$ cat src/rtl/gnss_lock_detector_macros.svh
// assertion macros used by the lock detector controller
// expects clk and an active-low rst_n in the scope of use
`ifndef GNSS_LOCK_DETECTOR_MACROS_SVH
`define GNSS_LOCK_DETECTOR_MACROS_SVH

// same-cycle implication, checked out of reset
`define GLD_ASSERT_IMP(name, pre, post, msg) \
  name: assert property (@(posedge clk) disable iff (!rst_n) (pre) |-> (post)) else $error(msg);

// next-cycle implication, checked out of reset
`define GLD_ASSERT_NXT(name, pre, post, msg) \
  name: assert property (@(posedge clk) disable iff (!rst_n) (pre) |=> (post)) else $error(msg);

`endif

$ cat src/rtl/gld_pkg.sv
// shared types and constants of the gnss lock detector
// used by gld_ctrl, gld_datapath and gnss_lock_detector; no dependencies
package gld_pkg;

  // field and register widths
  localparam int COEF_W      = 16;
  localparam int CFG_W       = 16;
  localparam int CFG_IDX_W   = 2;
  localparam int COUNT_W     = 17;
  localparam int SCALE_SHIFT = 8;
  localparam int OUT_DATA_W  = 24;

  // counter saturation value
  localparam logic [COUNT_W-1:0] COUNT_MAX = 17'h10000;

  // configuration register indexes
  localparam logic [CFG_IDX_W-1:0] REG_FILTER_COEF = 2'd0;
  localparam logic [CFG_IDX_W-1:0] REG_SIGNAL_SCALE = 2'd1;
  localparam logic [CFG_IDX_W-1:0] REG_COUNT_THR = 2'd2;

  // configuration reset values
  localparam logic [CFG_W-1:0] FILTER_COEF_RST = 16'd6554;
  localparam logic [CFG_W-1:0] SIGNAL_SCALE_RST = 16'd256;
  localparam logic [CFG_W-1:0] COUNT_THR_RST = 16'd0;

  // shared multiplier operand selection
  typedef logic [1:0] mul_sel_t;
  localparam mul_sel_t MUL_SIG = 2'd0;
  localparam mul_sel_t MUL_NOI = 2'd1;
  localparam mul_sel_t MUL_SCL = 2'd2;

  // commands from controller to datapath
  typedef struct packed {
    logic     load;
    mul_sel_t mul_sel;
    logic     upd_sig;
    logic     upd_noi;
    logic     upd_cnt;
  } gld_cmd_t;

endpackage

$ cat src/rtl/gld_datapath.sv
// datapath of the lock detector: config registers, two low-pass filters,
// one shared multiplier and the lock counter; depends on gld_pkg
module gld_datapath import gld_pkg::*; #(
  parameter int SAMPLE_WIDTH  = 16,
  parameter int FRACTION_BITS = 16
) (
  input  logic                           clk,
  input  logic                           rst_n,
  input  gld_cmd_t                       cmd,
  input  logic signed [SAMPLE_WIDTH-1:0] signal_sample,
  input  logic signed [SAMPLE_WIDTH-1:0] noise_sample,
  input  logic                           cfg_we,
  input  logic [CFG_IDX_W-1:0]           cfg_index,
  input  logic [CFG_W-1:0]               cfg_data,
  output logic                           locked,
  output logic [COUNT_W-1:0]             lock_count
);

  localparam int W  = SAMPLE_WIDTH + FRACTION_BITS;
  localparam int DW = W + 1;
  localparam int PW = DW + COEF_W + 1;
  localparam logic signed [PW-1:0] RND_HALF = PW'(1) << (COEF_W - 1);

  logic [CFG_W-1:0]               fc_r, scale_r, thr_r;
  logic signed [SAMPLE_WIDTH-1:0] sig_smp_r, noi_smp_r;
  logic signed [W-1:0]            sig_y_r, noi_y_r;
  logic signed [W-1:0]            sig_x, noi_x;
  logic signed [DW-1:0]           diff_s, diff_n, mul_a;
  logic signed [COEF_W:0]         mul_b;
  logic signed [PW-1:0]           prod_c, prod_r, rnd_sum, rnd_shift, noi_cmp;
  logic signed [W-1:0]            delta;
  logic                           above;
  logic                           lock_r, lock_nxt;
  logic [COUNT_W-1:0]             cnt_r, cnt_nxt;

  // configuration registers, out-of-range indexes ignored
  always_ff @(posedge clk) begin
    if (!rst_n) begin
      fc_r    <= FILTER_COEF_RST;
      scale_r <= SIGNAL_SCALE_RST;
      thr_r   <= COUNT_THR_RST;
    end else if (cfg_we) begin
      case (cfg_index)
        REG_FILTER_COEF:  fc_r <= cfg_data;
        REG_SIGNAL_SCALE: scale_r <= cfg_data;
        REG_COUNT_THR:    thr_r <= cfg_data;
        default: ;
      endcase
    end
  end

  // sample capture on input transfer
  always_ff @(posedge clk) begin
    if (cmd.load) begin
      sig_smp_r <= signal_sample;
      noi_smp_r <= noise_sample;
    end
  end

  // samples in filter format and filter errors
  assign sig_x  = $signed({sig_smp_r, {FRACTION_BITS{1'b0}}});
  assign noi_x  = $signed({noi_smp_r, {FRACTION_BITS{1'b0}}});
  assign diff_s = $signed({sig_x[W-1], sig_x}) - $signed({sig_y_r[W-1], sig_y_r});
  assign diff_n = $signed({noi_x[W-1], noi_x}) - $signed({noi_y_r[W-1], noi_y_r});

  // shared multiplier operands
  always_comb begin
    case (cmd.mul_sel)
      MUL_SIG: mul_a = diff_s;
      MUL_NOI: mul_a = diff_n;
      MUL_SCL: mul_a = $signed({sig_y_r[W-1], sig_y_r});
      default: mul_a = diff_s;
    endcase
  end
  assign mul_b  = (cmd.mul_sel == MUL_SCL) ? $signed({1'b0, scale_r}) : $signed({1'b0, fc_r});
  assign prod_c = mul_a * mul_b;

  always_ff @(posedge clk) begin
    prod_r <= prod_c;
  end

  // round half up back to filter format
  assign rnd_sum   = prod_r + RND_HALF;
  assign rnd_shift = rnd_sum >>> COEF_W;
  assign delta     = rnd_shift[W-1:0];

  // filter state
  always_ff @(posedge clk) begin
    if (!rst_n) begin
      sig_y_r <= '0;
      noi_y_r <= '0;
    end else begin
      if (cmd.upd_sig) sig_y_r <= sig_y_r + delta;
      if (cmd.upd_noi) noi_y_r <= noi_y_r + delta;
    end
  end

  // scaled signal against noise, both with scale fraction bits
  assign noi_cmp = $signed({{(PW-W-SCALE_SHIFT){noi_y_r[W-1]}}, noi_y_r,
                            {SCALE_SHIFT{1'b0}}});
  assign above   = prod_r > noi_cmp;

  // lock counter and flag
  always_comb begin
    lock_nxt = lock_r;
    cnt_nxt  = cnt_r;
    if (above) begin
      if (cnt_r > {1'b0, thr_r}) begin
        lock_nxt = 1'b1;
      end else if (cnt_r != COUNT_MAX) begin
        cnt_nxt = cnt_r + 1'b1;
      end
    end else begin
      lock_nxt = 1'b0;
      cnt_nxt  = '0;
    end
  end

  always_ff @(posedge clk) begin
    if (!rst_n) begin
      lock_r <= 1'b0;
      cnt_r  <= '0;
    end else if (cmd.upd_cnt) begin
      lock_r <= lock_nxt;
      cnt_r  <= cnt_nxt;
    end
  end

  // lock state doubles as the output holding register
  assign locked     = lock_r;
  assign lock_count = cnt_r;

endmodule

$ cat src/rtl/gld_ctrl.sv
// controller of the lock detector: sequences the shared multiplier,
// handles both stream handshakes; depends on gld_pkg and the macro header
`include "gnss_lock_detector_macros.svh"

module gld_ctrl import gld_pkg::*; (
  input  logic     clk,
  input  logic     rst_n,
  input  logic     in_tvalid,
  output logic     in_tready,
  output logic     out_tvalid,
  input  logic     out_tready,
  output gld_cmd_t cmd
);

  localparam logic [2:0] ST_IDLE = 3'd0;
  localparam logic [2:0] ST_SIG  = 3'd1;
  localparam logic [2:0] ST_NOI  = 3'd2;
  localparam logic [2:0] ST_SCL  = 3'd3;
  localparam logic [2:0] ST_CMP  = 3'd4;

  logic [2:0] state_r, state_nxt;
  logic       out_valid_r, out_valid_nxt;
  logic       out_free, in_xfer;

  // result slot is free when empty or being drained this cycle
  assign out_free  = !out_valid_r || out_tready;
  assign in_tready = (state_r == ST_IDLE) || ((state_r == ST_CMP) && out_free);
  assign in_xfer   = in_tvalid && in_tready;

  // next state and commands
  always_comb begin
    state_nxt     = state_r;
    out_valid_nxt = out_valid_r && !out_tready;
    cmd           = '0;
    cmd.load      = in_xfer;
    cmd.mul_sel   = MUL_SIG;
    case (state_r)
      ST_IDLE: begin
        if (in_xfer) state_nxt = ST_SIG;
      end
      ST_SIG: begin
        cmd.mul_sel = MUL_SIG;
        state_nxt   = ST_NOI;
      end
      ST_NOI: begin
        cmd.mul_sel = MUL_NOI;
        cmd.upd_sig = 1'b1;
        state_nxt   = ST_SCL;
      end
      ST_SCL: begin
        cmd.mul_sel = MUL_SCL;
        cmd.upd_noi = 1'b1;
        state_nxt   = ST_CMP;
      end
      ST_CMP: begin
        // keep the scaled product in place while the result slot is busy
        cmd.mul_sel = MUL_SCL;
        if (out_free) begin
          cmd.upd_cnt   = 1'b1;
          out_valid_nxt = 1'b1;
          state_nxt     = in_xfer ? ST_SIG : ST_IDLE;
        end
      end
      default: state_nxt = ST_IDLE;
    endcase
  end

  always_ff @(posedge clk) begin
    if (!rst_n) begin
      state_r     <= ST_IDLE;
      out_valid_r <= 1'b0;
    end else begin
      state_r     <= state_nxt;
      out_valid_r <= out_valid_nxt;
    end
  end

  assign out_tvalid = out_valid_r;

  // checks
  `GLD_ASSERT_NXT(a_in_starts_seq, in_tvalid && in_tready, state_r == ST_SIG, "transfer did not start sequence")
  `GLD_ASSERT_NXT(a_sig_to_noi, state_r == ST_SIG, state_r == ST_NOI, "signal step not followed by noise step")
  `GLD_ASSERT_IMP(a_upd_needs_slot, cmd.upd_cnt, out_free, "result overwritten before transfer")
  `GLD_ASSERT_IMP(a_one_update, 1'b1, $onehot0({cmd.upd_sig, cmd.upd_noi, cmd.upd_cnt}), "several updates at once")

endmodule

$ cat src/rtl/gnss_lock_detector.sv
// lock detector: each item is sequenced through a single shared
// multiplier (signal filter, noise filter, scale) then the compare and count.
// the result shows on out_tvalid after the signal, noise, scale and compare steps.
// a held result stalls only the compare step; a new input is taken there once the slot is free.
// synchronous active-low reset clears filters, counter, flag and sets the
// registers to their defaults; depends on gld_pkg, gld_ctrl, gld_datapath
module gnss_lock_detector import gld_pkg::*; #(
  parameter int SAMPLE_WIDTH  = 16,
  parameter int FRACTION_BITS = 16
) (
  input  logic                                      clk,
  input  logic                                      rst_n,
  // signal_sample, noise_sample, zero fill
  input  logic [((2*SAMPLE_WIDTH+7)/8)*8-1:0]       in_tdata,
  input  logic                                      in_tvalid,
  output logic                                      in_tready,
  // locked, lock_count, zero fill
  output logic [OUT_DATA_W-1:0]                     out_tdata,
  output logic                                      out_tvalid,
  input  logic                                      out_tready,
  input  logic                                      cfg_we,
  input  logic [CFG_IDX_W-1:0]                      cfg_index,
  input  logic [CFG_W-1:0]                          cfg_data
);

  gld_cmd_t           cmd;
  logic               locked;
  logic [COUNT_W-1:0] lock_count;

  gld_ctrl u_ctrl (
    .clk        (clk),
    .rst_n      (rst_n),
    .in_tvalid  (in_tvalid),
    .in_tready  (in_tready),
    .out_tvalid (out_tvalid),
    .out_tready (out_tready),
    .cmd        (cmd)
  );

  gld_datapath #(
    .SAMPLE_WIDTH  (SAMPLE_WIDTH),
    .FRACTION_BITS (FRACTION_BITS)
  ) u_datapath (
    .clk           (clk),
    .rst_n         (rst_n),
    .cmd           (cmd),
    .signal_sample ($signed(in_tdata[SAMPLE_WIDTH-1:0])),
    .noise_sample  ($signed(in_tdata[2*SAMPLE_WIDTH-1:SAMPLE_WIDTH])),
    .cfg_we        (cfg_we),
    .cfg_index     (cfg_index),
    .cfg_data      (cfg_data),
    .locked        (locked),
    .lock_count    (lock_count)
  );

  // result packing
  assign out_tdata = {{(OUT_DATA_W-COUNT_W-1){1'b0}}, lock_count, locked};

endmodule

$ cat config.mk
export PLATFORM = sky130hd
export DESIGN_NAME = gnss_lock_detector
export DESIGN_NICKNAME = d
export VERILOG_FILES = /design/src/rtl/gld_pkg.sv /design/src/rtl/gld_datapath.sv /design/src/rtl/gld_ctrl.sv /design/src/rtl/gnss_lock_detector.sv
export VERILOG_INCLUDE_DIRS = /design/src /design/src/rtl
export SDC_FILE = /design/constraint.sdc
export NUM_CORES = 2
export LEC_CHECK = 0
export ABC_AREA = 1
export CORE_ASPECT_RATIO = 0.8
export CORE_MARGIN = 5
export CORE_UTILIZATION = 35
export CTS_BUF_LIST = sky130_fd_sc_hd__clkbuf_8
export DETAILED_ROUTE_END_ITERATION = 6
export DONT_BUFFER_PORTS = 1
export PLACE_DENSITY = 0.59
export SETUP_SLACK_MARGIN = 0.3
export SYNTH_ARGS = -nofsm -noshare
export SYNTH_HDL_FRONTEND = slang
export SYNTH_HIERARCHICAL = 1
export SYNTH_SLANG_ARGS = --single-unit
$ cat constraint.sdc
create_clock -name clk -period 15.26 [get_ports clk]
set_clock_uncertainty 0.05 [all_clocks]
set_input_delay 0 -clock clk [delete_from_list [all_inputs] [get_ports clk]]
set_output_delay 0 -clock clk [all_outputs]
set_load 0.02 [all_outputs]
==> results by group <==
Timing
  • Relative slew slack: 0.179
  • Fmax: 104 MHz
  • Tcrit/Tclk final: 0.629
  • Slew Viols, Final: 0
  • Least-Margin Pin Slew: 1.22 ns
  • Final Hold Fails: 0
  • Final setup vio count: 0
  • Clock period minus final worst setup slack: 9.60 ns
  • Fin Setup TNS: 0 ns
  • RSZ-0062 raised after global routing: false

Detailed routing
  • Drt first pass iters: 7
  • Via Count: 31700
  • DRC: 0
  • Final wirelength: 123000 µm
  • Iteration-0 DRC Markers: 3133
  • Vias per cell: 5.12
  • Avg WL per Cell: 19.9 µm
  • ANT nets after route: 0

Setup path
  • R2R Setup Slk: 5.66 ns
  • Critical path peak fanout: 17
  • Req. time, crit path: 15.75 ns
  • Worst setup EP type: register
  • CP Depth: 28
  • Critical Path Max Stage Delay: 0.99 ns
  • Startpoint Class: register
  • RR Endpoint: u_datapath/prod_r[49]
  • Crit path to: u_datapath/prod_r[49]
  • Delay-heaviest family, CP: adder cells
  • Crit path max-delay cell type: fa_1
  • Reg2reg start: u_ctrl/state_r[2]
  • Critical path buffer and inverter count: 9
  • Critical path class: register to register
  • Setup crit start: u_ctrl/state_r[2]
  • R2R depth: 28
  • Worst Path Arrival: 10.09 ns

Synthesis
  • Syn avg cell area: 7.38 µm²
  • Seq/Total Area, Yosys: 0.131
  • EDFF count, synth: 32
  • Synth area leaders: fa_1 (28%), inv_1 (11%), dfxtp_1 (10%), ha_1 (9.8%), nand2_1 (7.8%)
  • Area leader, netlist: fa_1
  • Post-synth top area share: 0.282
  • Mapped Cells: 4798
  • Top_reg_cell synth: dfxtp_1
  • Synth top cells by count: inv_1 (1082), nand2_1 (740), nor2_1 (501)
  • Most common cell in the netlist: inv_1
  • Seq cells post-synth: 216
  • Yosys cell types: 57
  • Async SR Flop Fraction: 0
  • Synthesis warning total: 6
  • Mapped Area: 35400 µm²

CTS
  • Worst-skew pair later-pin latency: 0.62 ns
  • Clock Sinks: 216
  • Max H-tree Level: 2
  • CTS tree: done
  • Post-CTS resize count: 0
  • CTS max path bufs: 3
  • Clock-pin slew on the worst setup and hold paths: 0.07 ns
  • CTS buffer count: 38
  • Postcts setup bufs: 0
  • Root buf cell: clkbuf_8

Final layout
  • Filler Cells Inserted: 10700
  • Layout cell share with drive strength beyond 1: 0.0386
  • FF/Latch Area: 4640 µm²
  • Nets: 5675
  • Multi-input logic area: 26100 µm²
  • Area grow syn2layout: 9.01%

Floorplanning
  • Starting Density: 0.352
  • Row cnt: 104
  • Die H: 295 µm
  • Core area: 101000 µm²
  • Io pins: 81
  • Die X: 366 µm
  • DIE AREA: 108000 µm²

Global routing
  • Total GRT Usage: 0.226
  • Pin count of the biggest net entering global routing: 68
  • GR Overflow Total: 0
  • Global-route wire length before repair: 188000 µm
  • Antenna violations before repair: 3
  • Number of global-route vias before repair: 30500

Place
  • IO Port Bufs: 0
  • Final GP Congestion: 0.986
  • Hpwl dp: 101000 µm

Worst hold path
  • Hold WC Path Type: input port to register

Outcome
  • Status: finished, final reports clean

Flow run
  • Max-cap violations: 0
flip-flops by register name, indices dropped and copies added (netlist names):
signal                 cells
u_ctrl/out_tvalid          1
u_datapath/lock_count     17
u_ctrl/state_r             3
u_datapath/noi_smp_r      16
u_datapath/scale_r        16
u_datapath/thr_r          16
u_datapath/noi_y_r        32
u_datapath/sig_y_r        32
u_datapath/sig_smp_r      16
u_datapath/fc_r           16
u_datapath/prod_r         50
u_datapath/locked          1
cell usage in the layout, fill, tap and decap left out, types with 9 or more instances in the layout:
| master | n |
|---|---|
| o21ai_0 | 233 |
| a21o_1 | 35 |
| inv_1 | 1083 |
| nor4_1 | 18 |
| o21bai_1 | 19 |
| o221ai_1 | 10 |
| buf_4 | 36 |
| inv_2 | 18 |
| a31oi_1 | 16 |
| nand2_1 | 740 |
| xnor2_1 | 45 |
| nand3_1 | 255 |
| nor2_1 | 501 |
| xor2_1 | 112 |
| o211ai_1 | 27 |
| clkinv_1 | 17 |
| edfxtp_1 | 32 |
| o21a_1 | 9 |
| nor3_1 | 44 |
| a21oi_1 | 322 |
| nand2_2 | 18 |
| nand4_1 | 60 |
| dfxtp_1 | 184 |
| dlygate4sd3_1 | 92 |
| o21ai_1 | 13 |
| clkbuf_8 | 44 |
| fa_1 | 499 |
| o21ai_2 | 17 |
| ha_1 | 277 |
how the worst min path moves through the flow:
stage | from | endpoint | slack (ns) | cells past startpoint
after floorplan | in_tdata[16] | u_datapath/noi_smp_r[0] | 0.05 | 0
after global placement | in_tdata[16] | u_datapath/noi_smp_r[0] | 0.05 | 0
after detailed placement | in_tdata[25] | u_datapath/noi_smp_r[9] | 0.05 | 0
after CTS | cfg_index[0] | u_datapath/scale_r[10] | 0.04 | 3
after global routing | in_tdata[0] | u_datapath/sig_smp_r[0] | 0.08 | 1
final | cfg_index[0] | u_datapath/scale_r[10] | 0.11 | 3
cell families (layout without fill, tap and decap cells):
group	after synthesis	count (layout)	share of synthesized area
AND/OR/NAND/NOR	1685	1685	0.202
flip-flops	216	216	0.131
other	1	8	0.000106
AO/OA/AOI/OAI	725	725	0.114
adder cells (fa/ha/maj)	777	777	0.380
XOR/XNOR	157	157	0.0388
buffers and inverters	1237	1306	0.133
worst reg2reg max path, delay by kind of cell, from the launching register on:
kind            cells  cell delay [ns]
xor+xnor            1             0.14
flops               1             0.57
compound gates      1             0.62
buf+inv             9             1.63
fa+ha+maj           8             4.74
simple gates        9             1.78
timing repair:
| action | 4_1_cts | 5_1_grt |
|---|---|---|
| hold buffers | 93 | 0 |
| endpoints found under the hold margin | 115 | 0 |
| setup endpoints to repair | 0 | 0 |
layer usage:
layer / vias to the layer above / global-route usage / wire length, µm
li1: 15000 / - / -
met3: 174 / 0.0690 / 13800
met1: 15200 / 0.341 / 57900
met2: 1433 / 0.315 / 48400
met5: - / 0 / 0
met4: 0 / 0.0476 / 2920
layout make-up:
type / instances / area share
tap: 1325 / 0.0429
inverter: 1108 / 0.108
clock inverter: 25 / 0.00541
clock buffer: 44 / 0.0157
timing repair buffer: 129 / 0.0316
multi-input combinational: 3350 / 0.676
antenna: 2 / 0.000130
sequential: 216 / 0.120
per-stage QoR:
stage / util / instances / area [µm²] / setup slack, ns / hold WS, ns
floorplan: - / 4803 / 35400 / 7.62 / 0.0489
global placement: 0.366 / 6035 / 36800 / 6.05 / 0.0489
detailed placement: 0.366 / 6035 / 36800 / 5.85 / 0.0489
CTS: 0.384 / 6197 / 38600 / 5.79 / 0.0371
global route: 0.384 / 6197 / 38600 / 4.98 / 0.0814
finish: 0.384 / 6199 / 38600 / 5.66 / 0.112
Power is left out: the tool's default activity adds up to more than one toggle a clock period on the data nets, which glitch-free logic cannot reach.
